===== src/rtl/pnc_pkg.sv =====
// Package for the perfect number checker: widths, and the command and
// status groups that pass between the controller and the datapath.
// No dependencies.
`default_nettype none

package pnc_pkg;

    localparam int VALUE_WIDTH = 31;
    localparam int SUM_WIDTH   = 34;
    // The exact proper divisor sum stays below eight times the number, so the
    // running sum also holds it when the number is made wider.
    localparam int RUN_WIDTH   = (VALUE_WIDTH + 3 > 35) ? VALUE_WIDTH + 3 : 35;
    localparam int CNT_WIDTH   = $clog2(VALUE_WIDTH);

    // Commands from the controller to the datapath.
    typedef struct packed {
        logic load;
        logic div_start;
        logic add_i;
        logic add_j;
        logic next_cand;
        logic finish;
    } pnc_cmd_t;

    // Status from the datapath to the controller.
    typedef struct packed {
        logic div_done;
        logic cand_ok;
    } pnc_sts_t;

endpackage

`default_nettype wire


===== src/rtl/pnc_divider.sv =====
// Restoring divider, one quotient bit per cycle, for the checker datapath.
// Depends on pnc_pkg.
`default_nettype none

module pnc_divider
(
    input  wire logic                            clk,
    input  wire logic                            rst_n,
    input  wire logic                            start,
    input  wire logic [pnc_pkg::VALUE_WIDTH-1:0] dividend,
    input  wire logic [pnc_pkg::VALUE_WIDTH-1:0] divisor,
    output logic      [pnc_pkg::VALUE_WIDTH-1:0] quotient,
    output logic      [pnc_pkg::VALUE_WIDTH-1:0] remainder,
    output logic                                 done
);

    logic                            run_reg;
    logic                            run_next;
    logic                            done_reg;
    logic                            done_next;
    logic [pnc_pkg::CNT_WIDTH-1:0]   cnt_reg;
    logic [pnc_pkg::CNT_WIDTH-1:0]   cnt_next;
    logic [pnc_pkg::VALUE_WIDTH-1:0] rem_reg;
    logic [pnc_pkg::VALUE_WIDTH-1:0] rem_next;
    logic [pnc_pkg::VALUE_WIDTH-1:0] quo_reg;
    logic [pnc_pkg::VALUE_WIDTH-1:0] quo_next;
    logic [pnc_pkg::VALUE_WIDTH:0]   trial;
    logic [pnc_pkg::VALUE_WIDTH:0]   diff;
    logic                            last_step;

    // The quotient register first holds the dividend; its top bit shifts
    // into the partial remainder while quotient bits shift in below.
    assign trial     = {rem_reg, quo_reg[pnc_pkg::VALUE_WIDTH-1]};
    assign diff      = trial - {1'b0, divisor};
    assign last_step = (cnt_reg == pnc_pkg::CNT_WIDTH'(pnc_pkg::VALUE_WIDTH - 1));

    always_comb
    begin
        run_next  = run_reg;
        done_next = 1'b0;
        cnt_next  = cnt_reg;
        rem_next  = rem_reg;
        quo_next  = quo_reg;
        if (start)
        begin
            run_next = 1'b1;
            cnt_next = '0;
            rem_next = '0;
            quo_next = dividend;
        end
        else if (run_reg)
        begin
            if (!diff[pnc_pkg::VALUE_WIDTH])
            begin
                rem_next = diff[pnc_pkg::VALUE_WIDTH-1:0];
                quo_next = {quo_reg[pnc_pkg::VALUE_WIDTH-2:0], 1'b1};
            end
            else
            begin
                rem_next = trial[pnc_pkg::VALUE_WIDTH-1:0];
                quo_next = {quo_reg[pnc_pkg::VALUE_WIDTH-2:0], 1'b0};
            end
            cnt_next = cnt_reg + 1'b1;
            if (last_step)
            begin
                run_next  = 1'b0;
                done_next = 1'b1;
            end
        end
    end

    always_ff @(posedge clk or negedge rst_n)
    begin
        if (!rst_n)
        begin
            run_reg  <= 1'b0;
            done_reg <= 1'b0;
            cnt_reg  <= '0;
        end
        else
        begin
            run_reg  <= run_next;
            done_reg <= done_next;
            cnt_reg  <= cnt_next;
        end
    end

    always_ff @(posedge clk)
    begin
        rem_reg <= rem_next;
        quo_reg <= quo_next;
    end

    assign quotient  = quo_reg;
    assign remainder = rem_reg;
    assign done      = done_reg;

endmodule

`default_nettype wire


===== src/rtl/pnc_datapath.sv =====
// Datapath of the perfect number checker: number, candidate, running sum,
// result registers and the shared divider. Depends on pnc_pkg, pnc_divider.
`default_nettype none

module pnc_datapath
(
    input  wire logic                            clk,
    input  wire logic                            rst_n,
    input  wire pnc_pkg::pnc_cmd_t               cmd,
    output pnc_pkg::pnc_sts_t                    sts,
    input  wire logic [pnc_pkg::VALUE_WIDTH-1:0] number_value,
    output logic                                 is_perfect,
    output logic      [pnc_pkg::SUM_WIDTH-1:0]   divisor_sum
);

    logic [pnc_pkg::VALUE_WIDTH-1:0] n_reg;
    logic [pnc_pkg::VALUE_WIDTH-1:0] cand_reg;
    logic [pnc_pkg::RUN_WIDTH-1:0]   sum_reg;
    logic [pnc_pkg::RUN_WIDTH-1:0]   sum_next;
    logic                            perfect_reg;
    logic [pnc_pkg::SUM_WIDTH-1:0]   out_sum_reg;
    logic [pnc_pkg::VALUE_WIDTH-1:0] quotient;
    logic [pnc_pkg::VALUE_WIDTH-1:0] remainder;
    logic                            div_done;
    logic                            divides;
    logic [pnc_pkg::VALUE_WIDTH-1:0] addend;
    logic                            add_en;
    logic [pnc_pkg::RUN_WIDTH:0]     add_full;

    pnc_divider u_div
    (
        .clk       (clk),
        .rst_n     (rst_n),
        .start     (cmd.div_start),
        .dividend  (n_reg),
        .divisor   (cand_reg),
        .quotient  (quotient),
        .remainder (remainder),
        .done      (div_done)
    );

    assign divides = (remainder == '0);

    // The walk goes on while the candidate does not exceed the quotient,
    // which is the same as candidate squared not exceeding the number.
    assign sts.div_done = div_done;
    assign sts.cand_ok  = (quotient >= cand_reg);

    // The small divisor is added first, unless it equals the number; its cofactor follows
    // in the next cycle unless it repeats the small one or equals the number itself.
    always_comb
    begin
        addend = cand_reg;
        add_en = 1'b0;
        if (cmd.add_i)
        begin
            addend = cand_reg;
            add_en = divides && (cand_reg != n_reg);
        end
        else if (cmd.add_j)
        begin
            addend = quotient;
            add_en = divides && (quotient != cand_reg) && (quotient != n_reg);
        end
    end

    assign add_full = {1'b0, sum_reg} + (pnc_pkg::RUN_WIDTH + 1)'(addend);

    always_comb
    begin
        sum_next = sum_reg;
        if (cmd.load)
        begin
            sum_next = '0;
        end
        else if (add_en)
        begin
            if (add_full[pnc_pkg::RUN_WIDTH])
            begin
                sum_next = '1;
            end
            else
            begin
                sum_next = add_full[pnc_pkg::RUN_WIDTH-1:0];
            end
        end
    end

    always_ff @(posedge clk or negedge rst_n)
    begin
        if (!rst_n)
        begin
            sum_reg     <= '0;
            n_reg       <= '0;
            cand_reg    <= '0;
            perfect_reg <= 1'b0;
            out_sum_reg <= '0;
        end
        else
        begin
            sum_reg <= sum_next;
            if (cmd.load)
            begin
                n_reg    <= number_value;
                cand_reg <= pnc_pkg::VALUE_WIDTH'(1);
            end
            else if (cmd.next_cand)
            begin
                cand_reg <= cand_reg + 1'b1;
            end
            if (cmd.finish)
            begin
                perfect_reg <= (n_reg != '0)
                               && (sum_reg == pnc_pkg::RUN_WIDTH'(n_reg));
                if (|sum_reg[pnc_pkg::RUN_WIDTH-1:pnc_pkg::SUM_WIDTH])
                begin
                    out_sum_reg <= '1;
                end
                else
                begin
                    out_sum_reg <= sum_reg[pnc_pkg::SUM_WIDTH-1:0];
                end
            end
        end
    end

    assign is_perfect  = perfect_reg;
    assign divisor_sum = out_sum_reg;

endmodule

`default_nettype wire


===== src/rtl/pnc_ctrl.sv =====
// Controller of the perfect number checker: steps the candidate walk and
// raises the result strobe. Depends on pnc_pkg.
`default_nettype none

module pnc_ctrl
(
    input  wire logic              clk,
    input  wire logic              rst_n,
    input  wire logic              start,
    input  wire pnc_pkg::pnc_sts_t sts,
    output pnc_pkg::pnc_cmd_t      cmd,
    output logic                   busy,
    output logic                   done
);

    localparam logic [2:0] S_IDLE   = 3'd0;
    localparam logic [2:0] S_LAUNCH = 3'd1;
    localparam logic [2:0] S_WAIT   = 3'd2;
    localparam logic [2:0] S_TEST   = 3'd3;
    localparam logic [2:0] S_ADDJ   = 3'd4;

    logic [2:0] state_reg;
    logic [2:0] state_next;
    logic       done_reg;
    logic       done_next;

    always_comb
    begin
        state_next = state_reg;
        done_next  = 1'b0;
        cmd        = '0;
        unique case (state_reg)
            S_IDLE:
            begin
                if (start)
                begin
                    cmd.load   = 1'b1;
                    state_next = S_LAUNCH;
                end
            end
            S_LAUNCH:
            begin
                cmd.div_start = 1'b1;
                state_next    = S_WAIT;
            end
            S_WAIT:
            begin
                if (sts.div_done)
                begin
                    state_next = S_TEST;
                end
            end
            S_TEST:
            begin
                if (sts.cand_ok)
                begin
                    cmd.add_i  = 1'b1;
                    state_next = S_ADDJ;
                end
                else
                begin
                    cmd.finish = 1'b1;
                    done_next  = 1'b1;
                    state_next = S_IDLE;
                end
            end
            S_ADDJ:
            begin
                cmd.add_j     = 1'b1;
                cmd.next_cand = 1'b1;
                state_next    = S_LAUNCH;
            end
            default:
            begin
                state_next = S_IDLE;
            end
        endcase
    end

    always_ff @(posedge clk or negedge rst_n)
    begin
        if (!rst_n)
        begin
            state_reg <= S_IDLE;
            done_reg  <= 1'b0;
        end
        else
        begin
            state_reg <= state_next;
            done_reg  <= done_next;
        end
    end

    assign busy = (state_reg != S_IDLE);
    assign done = done_reg;

endmodule

`default_nettype wire


===== src/rtl/perfect_number_check.sv =====
// Perfect number checker: sums the proper divisors of n, pairing each divisor up to sqrt(n) with n/d.
// Each candidate waits on the shared divider, which yields one quotient bit per cycle.
// Throughput: one number at a time; start is taken once busy is low, which is already
// the done cycle. Done is a one-cycle strobe; is_perfect and divisor_sum hold until the
// next number finishes.
// Asynchronous active-low reset returns the block to idle with no result pending.
`default_nettype none

module perfect_number_check
(
    input  wire logic                            clk,
    input  wire logic                            rst_n,
    input  wire logic                            start,
    input  wire logic [pnc_pkg::VALUE_WIDTH-1:0] number_value,
    output logic                                 busy,
    output logic                                 done,
    output logic                                 is_perfect,
    output logic      [pnc_pkg::SUM_WIDTH-1:0]   divisor_sum
);

    pnc_pkg::pnc_cmd_t cmd;
    pnc_pkg::pnc_sts_t sts;

    pnc_ctrl u_ctrl
    (
        .clk   (clk),
        .rst_n (rst_n),
        .start (start),
        .sts   (sts),
        .cmd   (cmd),
        .busy  (busy),
        .done  (done)
    );

    pnc_datapath u_dp
    (
        .clk          (clk),
        .rst_n        (rst_n),
        .cmd          (cmd),
        .sts          (sts),
        .number_value (number_value),
        .is_perfect   (is_perfect),
        .divisor_sum  (divisor_sum)
    );

endmodule

`default_nettype wire

===== config.mk =====
export PLATFORM = sky130hd
export DESIGN_NAME = perfect_number_check
export DESIGN_NICKNAME = d
export VERILOG_FILES = /design/src/rtl/pnc_pkg.sv /design/src/rtl/pnc_divider.sv /design/src/rtl/pnc_datapath.sv /design/src/rtl/pnc_ctrl.sv /design/src/rtl/perfect_number_check.sv
export SDC_FILE = /design/constraint.sdc
export NUM_CORES = 1
export LEC_CHECK = 0
export ABC_AREA = 1
export ABC_CLOCK_PERIOD_IN_PS = 4200
export BUFFER_PORTS_ARGS = -buffer_cell sky130_fd_sc_hd__buf_4
export CORE_UTILIZATION = 50
export DETAILED_ROUTE_END_ITERATION = 16
export PLACE_DENSITY = 0.67
export SYNTH_ARGS = -nofsm -noshare
export SYNTH_HDL_FRONTEND = slang
export SYNTH_SLANG_ARGS = --single-unit
export TNS_END_PERCENT = 10

===== constraint.sdc =====
create_clock -name clk -period 4.2 [get_ports clk]
set_clock_uncertainty 0.2 [all_clocks]
set_input_delay 0.84 -clock clk [delete_from_list [all_inputs] [get_ports clk]]
set_output_delay 0.84 -clock clk [all_outputs]
set_load 0.005 [all_outputs]

Yosys cells after proc, flatten, opt, wreduce, memory -nomap -nowiden
Index checks and enable logic that the tools add are counted.

word-level totals
  register bits = 205
  output and inout port bits = 37
  word-level logic and storage cells = 74

cells by class
  reduce and logical (&&, ||, !) cells = 12
  magnitude comparators = 1
  equality and inequality tests = 11
  muxes and demuxes = 34
  add/subtract/negate cells = 4

operators by type and width
  operator                                                          count
  31-bit 2-to-1 mux                                                 7
  35-bit 2-to-1 mux                                                 3
  31-bit != test                                                    3
  35-bit by 31-bit adder with 36-bit output                         1
  35-bit by 31-bit == test with 1-bit output                        1
  34-bit 2-to-1 mux                                                 1
  32-bit by 31-bit subtractor with 32-bit output                    1
  31-bit by 1-bit adder with 31-bit output (second input constant)  1
  31-bit greater-or-equal comparator                                1
  31-bit logical NOT                                                1
  31-bit nonzero test                                               1
  1-bit 2-to-1 mux                                                  16
  3-bit case mux with 5 select lines                                1
  5-bit 2-to-1 mux                                                  2
  3-bit 2-to-1 mux                                                  3
  3-bit by 2-bit == test with 1-bit output (second input constant)  2
  2-bit nonzero test                                                3
  5-bit by 1-bit adder with 5-bit output (second input constant)    1
  5-bit == test (second input constant)                             1
  1-bit logical AND                                                 4
  3-bit by 1-bit == test with 1-bit output (second input constant)  1
  3-bit == test (second input constant)                             1
  3-bit logical NOT                                                 1
  3-bit nonzero test                                                1
  4 further kinds                                                   4

Depth between registers and ports, before layout
Gate-level depths: netlist (run 1).

  depth in word-level cells = 8
  mapped depth = 21

By module
Synthesis (run 1) repeated with hierarchy kept, for this count alone.

unflattened totals
  cell total of the unflattened synthesis = 2771
  area total of the unflattened synthesis = 17229.0 µm²

modules (own cells, without submodules)
  module        times used  cells an instance  area an instance (µm²)
  pnc_datapath  1           1789               11272.1
  pnc_divider   1           952                5728.0
  pnc_ctrl      1           30                 229.0

Least setup slack after synthesis (run 1)
No wires, ideal clock.

  path kind = reg-to-reg
  from = register u_ctrl.state_reg[1]
  to = register u_dp.sum_reg[23] (netlist name)
  cell stages (with the launch flop) = 22
  arrival = 2.843 ns
  buffers on the path = 3
  data required time = 3.883 ns
  slack = 1.040 ns
  clock period less this slack = 3.160 ns
  setup time = 0.117 ns
  cells stage by stage = dfrtp_1 nor2_1 nand2_2 inv_2 buf_2 buf_1 nand2_1 o21ai_0 ha_1 nand2_1 inv_1 nand2_1 nand2_1 a21oi_1 nor2_1 nor2_1 nand2_1 nand2_2 buf_4 nand3_1 nand3_2 nand2_1

between the ends
  cells in the longest elaborated chain, start to end = 8
  elaborated cells on any way between the ends = 15
  those cells by class = add/sub: 1; eq/ne: 2; mux: 10; reduce/logical: 2

ends and longest elaborated chain
  what                                       line                 RTL
  start, declared                            pnc_ctrl.sv:22       logic [2:0] state_reg;
  start signal, assigned                     pnc_ctrl.sv:89       state_reg <= state_next;
  3-bit == test                              pnc_ctrl.sv:32       unique case (state_reg)
  2-bit 2-to-1 mux                           pnc_ctrl.sv:32
  31-bit 2-to-1 mux                          pnc_datapath.sv:60   else if (cmd.add_j)
  31-bit 2-to-1 mux                          pnc_datapath.sv:55   if (cmd.add_i)
  35-bit by 31-bit adder with 36-bit output  pnc_datapath.sv:67   assign add_full = {1'b0, sum_reg} + (pnc_pkg::RUN_WIDTH + 1)'(addend);
  35-bit 2-to-1 mux                          pnc_datapath.sv:78   if (add_full[pnc_pkg::RUN_WIDTH])
  35-bit 2-to-1 mux                          pnc_datapath.sv:76   else if (add_en)
  35-bit 2-to-1 mux                          pnc_datapath.sv:72   if (cmd.load)
  end signal, assigned                       pnc_datapath.sv:101  sum_reg <= sum_next;
  end, declared                              pnc_datapath.sv:18   logic [pnc_pkg::RUN_WIDTH-1:0] sum_reg;

Parallel ways exist; a longest one is shown, timed or not. The select of a mux whose other input is x is not followed.
A chain may end at the register's enable or synchronous reset.

Worst setup path after layout (run 1)
  from = register u_ctrl.state_reg[1]
  to = register u_dp.sum_reg[26] (netlist name)

The elaborated chain is that of the path after synthesis.

==> results.toml, run 1 <==
[status]
status = "completed"

[synthesis]
synth-compound-area-share_pct = 9.67
synthCells = 2584
synth.area.mux_share_pct = 0
yosys.area_share.adder_pct = 7.53
ys_ff_latch = 205
synthFlopType = "dfrtp_1"
syn_nets = 2716
synth_top_area_share_pct = 22.2
ys_types = 43
syn_area_um2 = 16500
seq_area_frac_synth_pct = 31.1
synth_xor_area_share_pct = 4.57
synth_area_leader_cell = "nand2_1"
synth_top_family_by_area = "simple AND/OR/NAND/NOR gates"
yosys.area_share.simple_pct = 37.1
syn_area_per_cell_um2 = 6.38
synth_area_leaders = "nand2_1 (22%), dfrtp_1 (22%), inv_1 (7.6%)"
synth_edf_count = 31
yosys_warnings = 0
ys_async_sr_fraction_pct = 69.8

[finish]
area_growth_pct = 10.0
num_antenna_cells = 0
final_net_count = 2760
largest_reg_flops = 35
drive_above_1_share_pct = 6.34
post-route-util_pct = 55.9

[place]
place_hpwl_um = 44200
place.gp.congestion = 1.02
io_buffer_count = 70

[power]
p_seq_share_pct = 28.8
comb_power_share_pct = 55.3
p_sw_mw = 6.59
cellPowerDensity_nw_per_um2 = 733
p_int_mw = 6.69
power_leakage_nw = 9.29
clkPwrFrac_pct = 16.0
switching_share_pct = 49.6
irDropWorstVdd_mv = 0.773

[clock_network]
cts_buffers = 26
cts.sinks = 205
cts_setup_buffers = 0
clockBufferDepth = 3
ctsResizeCount = 0
cts_tree = "done"
clk_pin_slew_ns = 0.06
cts-root-buf = "clkbuf_16"
postCtsHoldBufs = 0
insertion_delay_ns = 0.55
htreeDepth = 1

[routing]
viasPerCell = 5.39
wirelength_um = 56200
drt_iter0_drc = 1395
firstDrtPassIters = 6
vias = 16700
drt.antenna.violating_nets = 0
drc = 0
wl_per_cell_um = 18.2

[critical_path]
critPathMaxFanout = 39
crit_path_start_kind = "register"
worstSetupPathType = "register to register"
critPathBufInv = 4
startpoint = "u_ctrl.state_reg[1]"
worstPathArrival_ns = 3.84
r2r_slack_ns = 0.60
r2r_cells = 19
crit_chain = "nor2_1 -> nand2_2 -> inv_2 -> buf_4 -> o21ai_0 -> ha_1 -> nand2_1 -> nor2_1 -> inv_1 -> nor2_1 -> inv_1 -> nor2_1 -> nand2_1 -> nand3_1 -> nand2_1 -> nand2_1 -> a21oi_1 -> nand2_1 -> nand2_1"
worst_path_max_delay_cell = "ha_1"
regToRegEndpoint = "u_dp.sum_reg[26]"
cp_common_cell = "nand2_1"
required_ns = 4.43
end_kind = "register"
crit_path_max_incr_delay_ns = 0.44
reg2reg_from = "u_ctrl.state_reg[1]"
cpLargestDelayFamily = "simple AND/OR/NAND/NOR gates"

[floorplanning]
io_pins = 71
die_y_um = 184
die_area_um2 = 33700
core_area_um2 = 32500
num_rows = 66
die_w_um = 184
start_util_pct = 50.8

[sta]
fmax_mhz = 278
rsz0062_at_grt = "no"
period_needed_ns = 3.60
hold_violations = 0
tns_ns = 0
relSlewSlack_pct = 26.2
slew_violations = 0
worst_slew_pin_slew_ns = 1.11
setup_violations = 0
period_share_pct = 85.7

[grt]
grt_pass1_vias = 15800
grt_first_pass_wirelength_um = 87000
antenna_found_initial = 0
grt_usage_pct = 33.7
grt_start_max_net_pins = 86
grt_overflow = 0

[hold_path]
hp-class = "input pin to async pin"

[job]
maxCapViolations = 0
## layout make-up
type	instances	area, um2
timing repair buffer	86	674
clock buffer	42	752
inverter	342	1280
tap	442	553
fill	3293	14300
multi-input combinational	1967	9700
clock inverter	6	33.8
sequential	205	5130
## through the flow
step	power [mW]	instances	hold WS (ns)	worst slack [ns]	instance area, um2
after CTS	13.3	3090	0.137	0.673	18100
after floorplan	8.94	2584	0.233	1.04	16500
after global placement	11.0	3042	0.254	0.790	17300
final	13.3	3090	0.129	0.599	18100
after detailed placement	11.1	3042	0.259	0.703	17300
after global routing	14.4	3090	0.161	0.300	18100
## kinds of logic after synthesis
group	count (synthesis)
AND/OR/NAND/NOR	1480
flip-flops	205
XOR/XNOR	86
AO/OA/AOI/OAI	303
adder cells (fa/ha/maj)	98
buffers and inverters	412
## worst max-delay path by stage
stage | cells past startpoint | end | slack, ns
finish | 19 | u_dp.sum_reg[26] | 0.60
global route | 19 | u_dp.sum_reg[8] | 0.30
CTS | 19 | u_dp.sum_reg[12] | 0.67
detailed placement | 19 | u_dp.sum_reg[26] | 0.70
global placement | 19 | u_dp.sum_reg[8] | 0.79
floorplan | 21 | u_dp.sum_reg[23] | 1.04
## placed cells by master, fill, tap and decap left out, types with 4 or more instances in the layout
cell       instances
o21ai_0          179
buf_4             83
nand3b_1           5
nand2_2           13
dfrtp_1          143
a21o_1             4
clkbuf_1          13
nand4_1           54
inv_2             10
nand3_2           13
inv_1            332
ha_1              96
edfxtp_1          31
xnor2_1           76
nor3_1            23
nor4_1            12
nand2_1          976
o22ai_1            4
o21bai_1           9
nand3_1          145
xor2_1            10
clkinv_2           4
nor3_2             4
clkbuf_16         27
nor2_1           231
a21oi_1           92
dfxtp_1           31
## synth_stat cells (5+ instances only)
master and number:
o21ai_0 179, buf_6 8, ha_1 96, buf_4 7
nand2_2 13, nand3b_1 5, nor3_1 23, edfxtp_1 31
nor4_1 12, o21bai_1 9, nand2_1 976, xor2_1 10
nand4_1 54, nand3_2 12, nand3_1 146, dfxtp_1 31
nor2_1 231, clkbuf_1 34, xnor2_1 76, dfrtp_1 143
buf_2 14, inv_2 9, a21oi_1 92, inv_1 333
## power groups by stage
stage          sequential, mW  clock [mW]  combinational, mW
3_3_place_gp             3.80           0               7.20
2_1_floorplan            3.43           0               5.50
5_1_grt                  3.90        2.23               8.29
4_1_cts                  3.79        2.15               7.32
3_5_place_dp             3.81           0               7.29
6_report                 3.82        2.12               7.34
## routing by layer
layer	wire length [um]	vias up	GRT usage, %
met3	3330	124	3.11
met2	27000	576	59.3
li1	-	8295	-
met4	2940	0	16.5
met5	0	-	0
met1	23000	7669	41.1
No activity file was read; power rests on OpenSTA's default activity.
==> run 2: changes to the inputs <==
--- a/config.mk
+++ b/config.mk
@@ -8,9 +8,8 @@
 export ABC_AREA = 1
 export ABC_CLOCK_PERIOD_IN_PS = 4200
 export BUFFER_PORTS_ARGS = -buffer_cell sky130_fd_sc_hd__buf_4
-export CORE_UTILIZATION = 50
+export CORE_UTILIZATION = 42
 export DETAILED_ROUTE_END_ITERATION = 16
-export PLACE_DENSITY = 0.67
 export SYNTH_ARGS = -nofsm -noshare
 export SYNTH_HDL_FRONTEND = slang
 export SYNTH_SLANG_ARGS = --single-unit
==> run 2 against run 1 <==
Against the previous run:
- non-clock buffer count unchanged
- fmax is 1.4% lower
- sequential cell count is the same
- cell count rose by 2.4%
- register-to-register slack got worse by 0.05 ns
- power is 0.94% higher
- critical endpoint is now u_dp.sum_reg[32]
- critical path depth stayed put
- sequential share of layout area fell by 0.20 points
- first-iteration DRC count fell by 13%
==> results.toml, run 2 (synthesized netlist as in run 1, its figures left out) <==
[status]
status = "completed"

[critical_path]
critPathBufInv = 2
critPathMaxFanout = 26
worstSetupPathType = "register to register"
crit_chain = "nor2_1 -> nand2_2 -> buf_4 -> o21ai_0 -> inv_1 -> ha_1 -> fa_1 -> nand2_1 -> nand3_1 -> nand3_1 -> nand2_1 -> nand2_1 -> nand2_1 -> nand3b_1 -> nand2_1 -> nand2_1 -> nand3_1 -> nand3_2 -> nand2_1"
crit_path_max_incr_delay_ns = 0.53
worst_path_max_delay_cell = "fa_1"
cpLargestDelayFamily = "simple AND/OR/NAND/NOR gates"
end_kind = "register"
worstPathArrival_ns = 3.90
cp_common_cell = "nand2_1"
crit_path_start_kind = "register"
required_ns = 4.45

[clock_network]
cts_buffers = 26
cts.sinks = 205
cts_tree = "done"
cts_setup_buffers = 0
insertion_delay_ns = 0.57
clk_pin_slew_ns = 0.06
cts-root-buf = "clkbuf_16"
clockBufferDepth = 3
postCtsHoldBufs = 0
ctsResizeCount = 0
htreeDepth = 1

[grt]
grt_use_met1_pct = 36.7
met3_usage_pct = 2.87
antenna_found_initial = 0
grt_first_pass_wirelength_um = 90100
grt_pass1_vias = 16000
grt_start_max_net_pins = 76
use_met2_pct = 53.2
grt_usage_pct = 29.7
grt_overflow = 0
busiest_layer = "met2"

[sta]
slew_violations = 0
period_share_pct = 87.0
setup_violations = 0
relSlewSlack_pct = 27.0
worst_slew_pin_slew_ns = 1.09
rsz0062_at_grt = "no"
period_needed_ns = 3.65
hold_violations = 0
tns_ns = 0
worst_slack_ns = 0.546
fmax_mhz = 274

[routing]
wl_per_cell_um = 18.5
drt_iter0_drc = 1216
wirelength_um = 58500
drc = 0
vias = 16600
firstDrtPassIters = 6
drt.antenna.violating_nets = 0
viasPerCell = 5.25

[finish]
final_net_count = 2760
multi_input_area_um2 = 9700
final_common_cell = "nand2_1"
drive_above_1_share_pct = 6.61
final_cell_mix = "nand2_1 (976), inv_1 (332), nor2_1 (231), o21ai_0 (179), nand3_1 (145)"
seq_area_um2 = 5130
num-fill-cells = 4114
num_antenna_cells = 0
area_growth_pct = 10.8
largest_reg_flops = 35

[floorplanning]
core_area_um2 = 38600
start_util_pct = 42.6
die_area_um2 = 40000
die_w_um = 200
die_y_um = 200
num_rows = 72
io_pins = 71

[place]
place_ws_ns = 0.553
place.gp.congestion = 0.956
io_buffer_count = 70
place_hpwl_um = 46400

[power]
switching_share_pct = 49.9
comb_power_share_pct = 55.1
power_leakage_nw = 9.31
p_int_mw = 6.72
irDropWorstVdd_mv = 1.15
cellPowerDensity_nw_per_um2 = 734
p_sw_mw = 6.69
clkPwrFrac_pct = 16.4
p_seq_share_pct = 28.5

[job]
maxCapViolations = 0

[hold_path]
hp-class = "input pin to async pin"
## run 2: changes by cell type in the layout (fill, tap and decap cells not counted)
cell | before | now
clkinv_2 | 4 | 9
buf_12 | 2 | 3
clkbuf_1 | 13 | 5
inv_4 | 1 | 0
clkbuf_8 | 2 | 4
buf_4 | 83 | 82
clkinvlp_4 | 1 | 2
## run 2: layout make-up
class / instances / area share (%)
clock inverters: 11 / 0.329
flip-flops and latches: 205 / 28.1
clock buffers: 36 / 4.10
multi-input cells: 1967 / 53.1
inverters: 342 / 7.03
well taps: 518 / 3.55
repair buffers: 86 / 3.76
## run 2: power groups by stage
stage / combinational (mW) / sequential [mW] / clock [mW]
after global placement: 7.26 / 3.81 / 0
final: 7.39 / 3.82 / 2.20
after global routing: 8.41 / 3.92 / 2.31
after floorplan: 5.50 / 3.43 / 0
after detailed placement: 7.37 / 3.83 / 0
after CTS: 7.41 / 3.80 / 2.24
## run 2: per-layer routing
layer / vias up / routed length, um
li1: 8304 / -
met1: 7775 / 24900
met2: 425 / 28500
met3: 110 / 2760
met4: 0 / 2420
met5: - / 0
## run 2: final timing paths
| kind | depth (start not counted) | start | slack (ns) | endpoint |
|---|---|---|---|---|
| worst max-delay path | 19 | u_ctrl.state_reg[1] | 0.55 | u_dp.sum_reg[32] |
| worst min register to register | 1 | u_dp.u_div.cnt_reg[4] | 0.27 | u_dp.u_div.cnt_reg[4] |
| min in group clk | 1 | u_dp.u_div.cnt_reg[4] | 0.27 | u_dp.u_div.cnt_reg[4] |
| worst max register to register | 19 | u_ctrl.state_reg[1] | 0.55 | u_dp.sum_reg[32] |
| max in group asynchronous | 2 | rst_n | 2.88 | u_dp.cand_reg[28] |
| worst min-delay path | 1 | rst_n | 0.06 | u_dp.divisor_sum[1] |
## run 2: metrics by stage
stage	cells	utilization [%]	cell area (um2)	hold slack [ns]	total power [mW]
2_1_floorplan	2584	-	16500	0.233	8.94
3_3_place_gp	3118	45.2	17400	0.251	11.1
3_5_place_dp	3118	45.2	17400	0.266	11.2
4_1_cts	3165	47.2	18300	0.0850	13.5
5_1_grt	3165	47.2	18300	0.0924	14.6
6_report	3165	47.2	18300	0.0575	13.4
==> run 3: changes to the inputs <==
--- a/config.mk
+++ b/config.mk
@@ -10,7 +10,9 @@
 export BUFFER_PORTS_ARGS = -buffer_cell sky130_fd_sc_hd__buf_4
 export CORE_UTILIZATION = 42
 export DETAILED_ROUTE_END_ITERATION = 16
+export GPL_TIMING_DRIVEN = 0
 export SYNTH_ARGS = -nofsm -noshare
 export SYNTH_HDL_FRONTEND = slang
+export SYNTH_HIERARCHICAL = 1
 export SYNTH_SLANG_ARGS = --single-unit
 export TNS_END_PERCENT = 10
==> run 3 against run 2 <==
Against the previous run:
- the flow now finishes with violations (setup timing)
- power grew 3.1%
- synthesized cell count grew 7.2%
- via count increased by 12%
- die area rose by 4.5%
- sequential power fell by 9.7%
- critical path depth rose by 12
- critical endpoint is now u_dp/sum_reg[30]
- cell count increased by 9.9%
- highest routed layer unchanged
==> results.toml, run 3 <==
[status]
status = "finished, violations left"
failed_checks = "setup timing"

[grt]
grt_overflow = 0
grt_usage_pct = 33.6
grt_start_max_net_pins = 93
met3_usage_pct = 2.64
grt_use_met1_pct = 38.4
grt_pass1_vias = 18200
use_met2_pct = 59.7
grt_first_pass_wirelength_um = 105000
antenna_found_initial = 0
busiest_layer = "met2"

[synthesis]
ys_ff_latch = 205
yosys_warnings = 6
synthFlopType = "dfrtp_1"
syn_nets = 2903
yosysMostFrequentCell = "nand2_1"
ys_async_sr_fraction_pct = 69.8
synth_edf_count = 31
synth_area_leader_cell = "nand2_1"
syn_area_um2 = 17200
synth_top_area_share_pct = 23.7
synthCells = 2771
syn_area_per_cell_um2 = 6.22
yosys-top-cells-count = "nand2_1 (1087), inv_1 (405), nor2_1 (219)"
synth_area_leaders = "nand2_1 (24%), dfrtp_1 (21%), inv_1 (8.8%)"
ys_types = 49
seq_area_frac_synth_pct = 29.8

[place]
place_ws_ns = -1.98
io_buffer_count = 70
place.gp.congestion = 1.01
placed_area_um2 = 18400
place_hpwl_um = 54500
placed_cells = 3367

[finish]
final_cell_count_no_fill = 3479
final_common_cell = "nand2_1"
final_net_count = 3068
num_antenna_cells = 0
drive_above_1_share_pct = 17.6
post-route-util_pct = 53.0
area_growth_pct = 23.4
largest_reg_flops = 35
final_cell_mix = "nand2_1 (1025), inv_1 (372), nor2_1 (196), buf_4 (134), dfrtp_1 (122)"
final_area_um2 = 21300

[sta]
rsz0062_at_grt = "yes"
period_share_pct = 109
worst_slew_pin_slew_ns = 1.25
setup_violations = 35
tns_ns = -10.74
relSlewSlack_pct = 16.1
slew_violations = 0
period_needed_ns = 4.59
fmax_mhz = 218
hold_violations = 0
worst_slack_ns = -0.392
holdWs_ns = 0.0515

[power]
p_int_mw = 6.87
irDropWorstVdd_mv = 0.344
power_leakage_nw = 11.0
p_seq_share_pct = 25.0
p_sw_mw = 6.95
cellPowerDensity_nw_per_um2 = 650
comb_power_share_pct = 59.7
total_power_mw = 13.8
switching_share_pct = 50.3
clkPwrFrac_pct = 15.3

[critical_path]
required_ns = 4.43
crit_path_start_kind = "register"
cp_common_cell = "nor2_4"
worstSetupPathType = "register to register"
worstPathArrival_ns = 4.82
critPathMaxFanout = 6
worst_path_max_delay_cell = "dfrtp_1"
end_kind = "register"
crit_path_max_incr_delay_ns = 0.38

[floorplanning]
die_w_um = 205
die_area_um2 = 41800
num_rows = 73
start_util_pct = 43.0
io_pins = 71
die_y_um = 205
core_area_um2 = 40100

[clock_network]
insertion_delay_ns = 0.54
cts.sinks = 205
cts_tree = "done"
clockBufferDepth = 3
cts-root-buf = "clkbuf_16"
htreeDepth = 1
clk_pin_slew_ns = 0.06
cts_buffers = 25
postCtsHoldBufs = 0

[routing]
wirelength_um = 70500
drt_iter0_drc = 1439
wl_per_cell_um = 20.3
vias = 18600
viasPerCell = 5.34
firstDrtPassIters = 5
drc = 0
drt.antenna.violating_nets = 0

[hold_path]
hp-class = "input pin to async pin"

[job]
maxCapViolations = 0
run 3: worst paths after layout:
check | start | endpoint | slack [ns] | cells past startpoint
max reg2reg | u_dp/cand_reg[21] | u_dp/sum_reg[30] | -0.39 | 31
max | u_dp/cand_reg[21] | u_dp/sum_reg[30] | -0.39 | 31
max in group asynchronous | rst_n | u_dp/sum_reg[4] | 2.85 | 2
min | rst_n | u_ctrl/state_reg[1] | 0.05 | 1
min reg2reg | u_dp/u_div/cnt_reg[4] | u_dp/u_div/cnt_reg[4] | 0.28 | 1
min in group clk | u_dp/u_div/cnt_reg[4] | u_dp/u_div/cnt_reg[4] | 0.28 | 1
run 3: area by class of cell:
| type | instances | area [um2] |
|---|---|---|
| tap | 525 | 657 |
| buffer | 80 | 549 |
| sequential | 205 | 5160 |
| clock inverter | 9 | 78.8 |
| fill | 4099 | 18800 |
| clock buffer | 36 | 697 |
| multi-input combinational | 2071 | 11400 |
| inverter | 416 | 1590 |
| timing repair buffer | 137 | 1180 |
run 3: metal layers:
| layer | share of wire (%) | routed length (um) |
|---|---|---|
| met1 | 39 | 27700 |
| met2 | 49 | 34500 |
| met3 | 3.6 | 2570 |
| met4 | 8.1 | 5700 |
| met5 | 0 | 0 |
run 3: what timing repair did:
item,CTS,global route
cloned,5,3
setup endpoints to repair,46,35
resized for setup,260,139
setup buffers,40,19
pin swaps,34,49
run 3: cells by family after synthesis:
kind of cell	after synthesis	share of synthesized area, %
adder cells (fa/ha/maj)	98	7.20
XOR/XNOR	86	4.37
flip-flops	205	29.8
buffers and inverters	496	11.4
AND/OR/NAND/NOR	1622	39.1
AO/OA/AOI/OAI	264	8.18
run 3: power by group through the flow:
stage	clock network, mW	registers [mW]	logic [mW]
floorplan	0	3.23	5.34
global placement	0	3.47	7.43
detailed placement	0	3.48	7.56
CTS	2.15	3.42	7.98
global route	2.21	3.53	9.18
finish	2.12	3.45	8.25
run 3: worst max-delay path: cells and delay by family (launching register included):
| family | cells | cell delay [ns] |
|---|---|---|
| and+or+nand+nor | 18 | 1.82 |
| DFF | 1 | 0.38 |
| adders and majority gates | 2 | 0.54 |
| buffers and inverters | 8 | 0.93 |
| AOI/OAI and AO/OA | 3 | 0.58 |
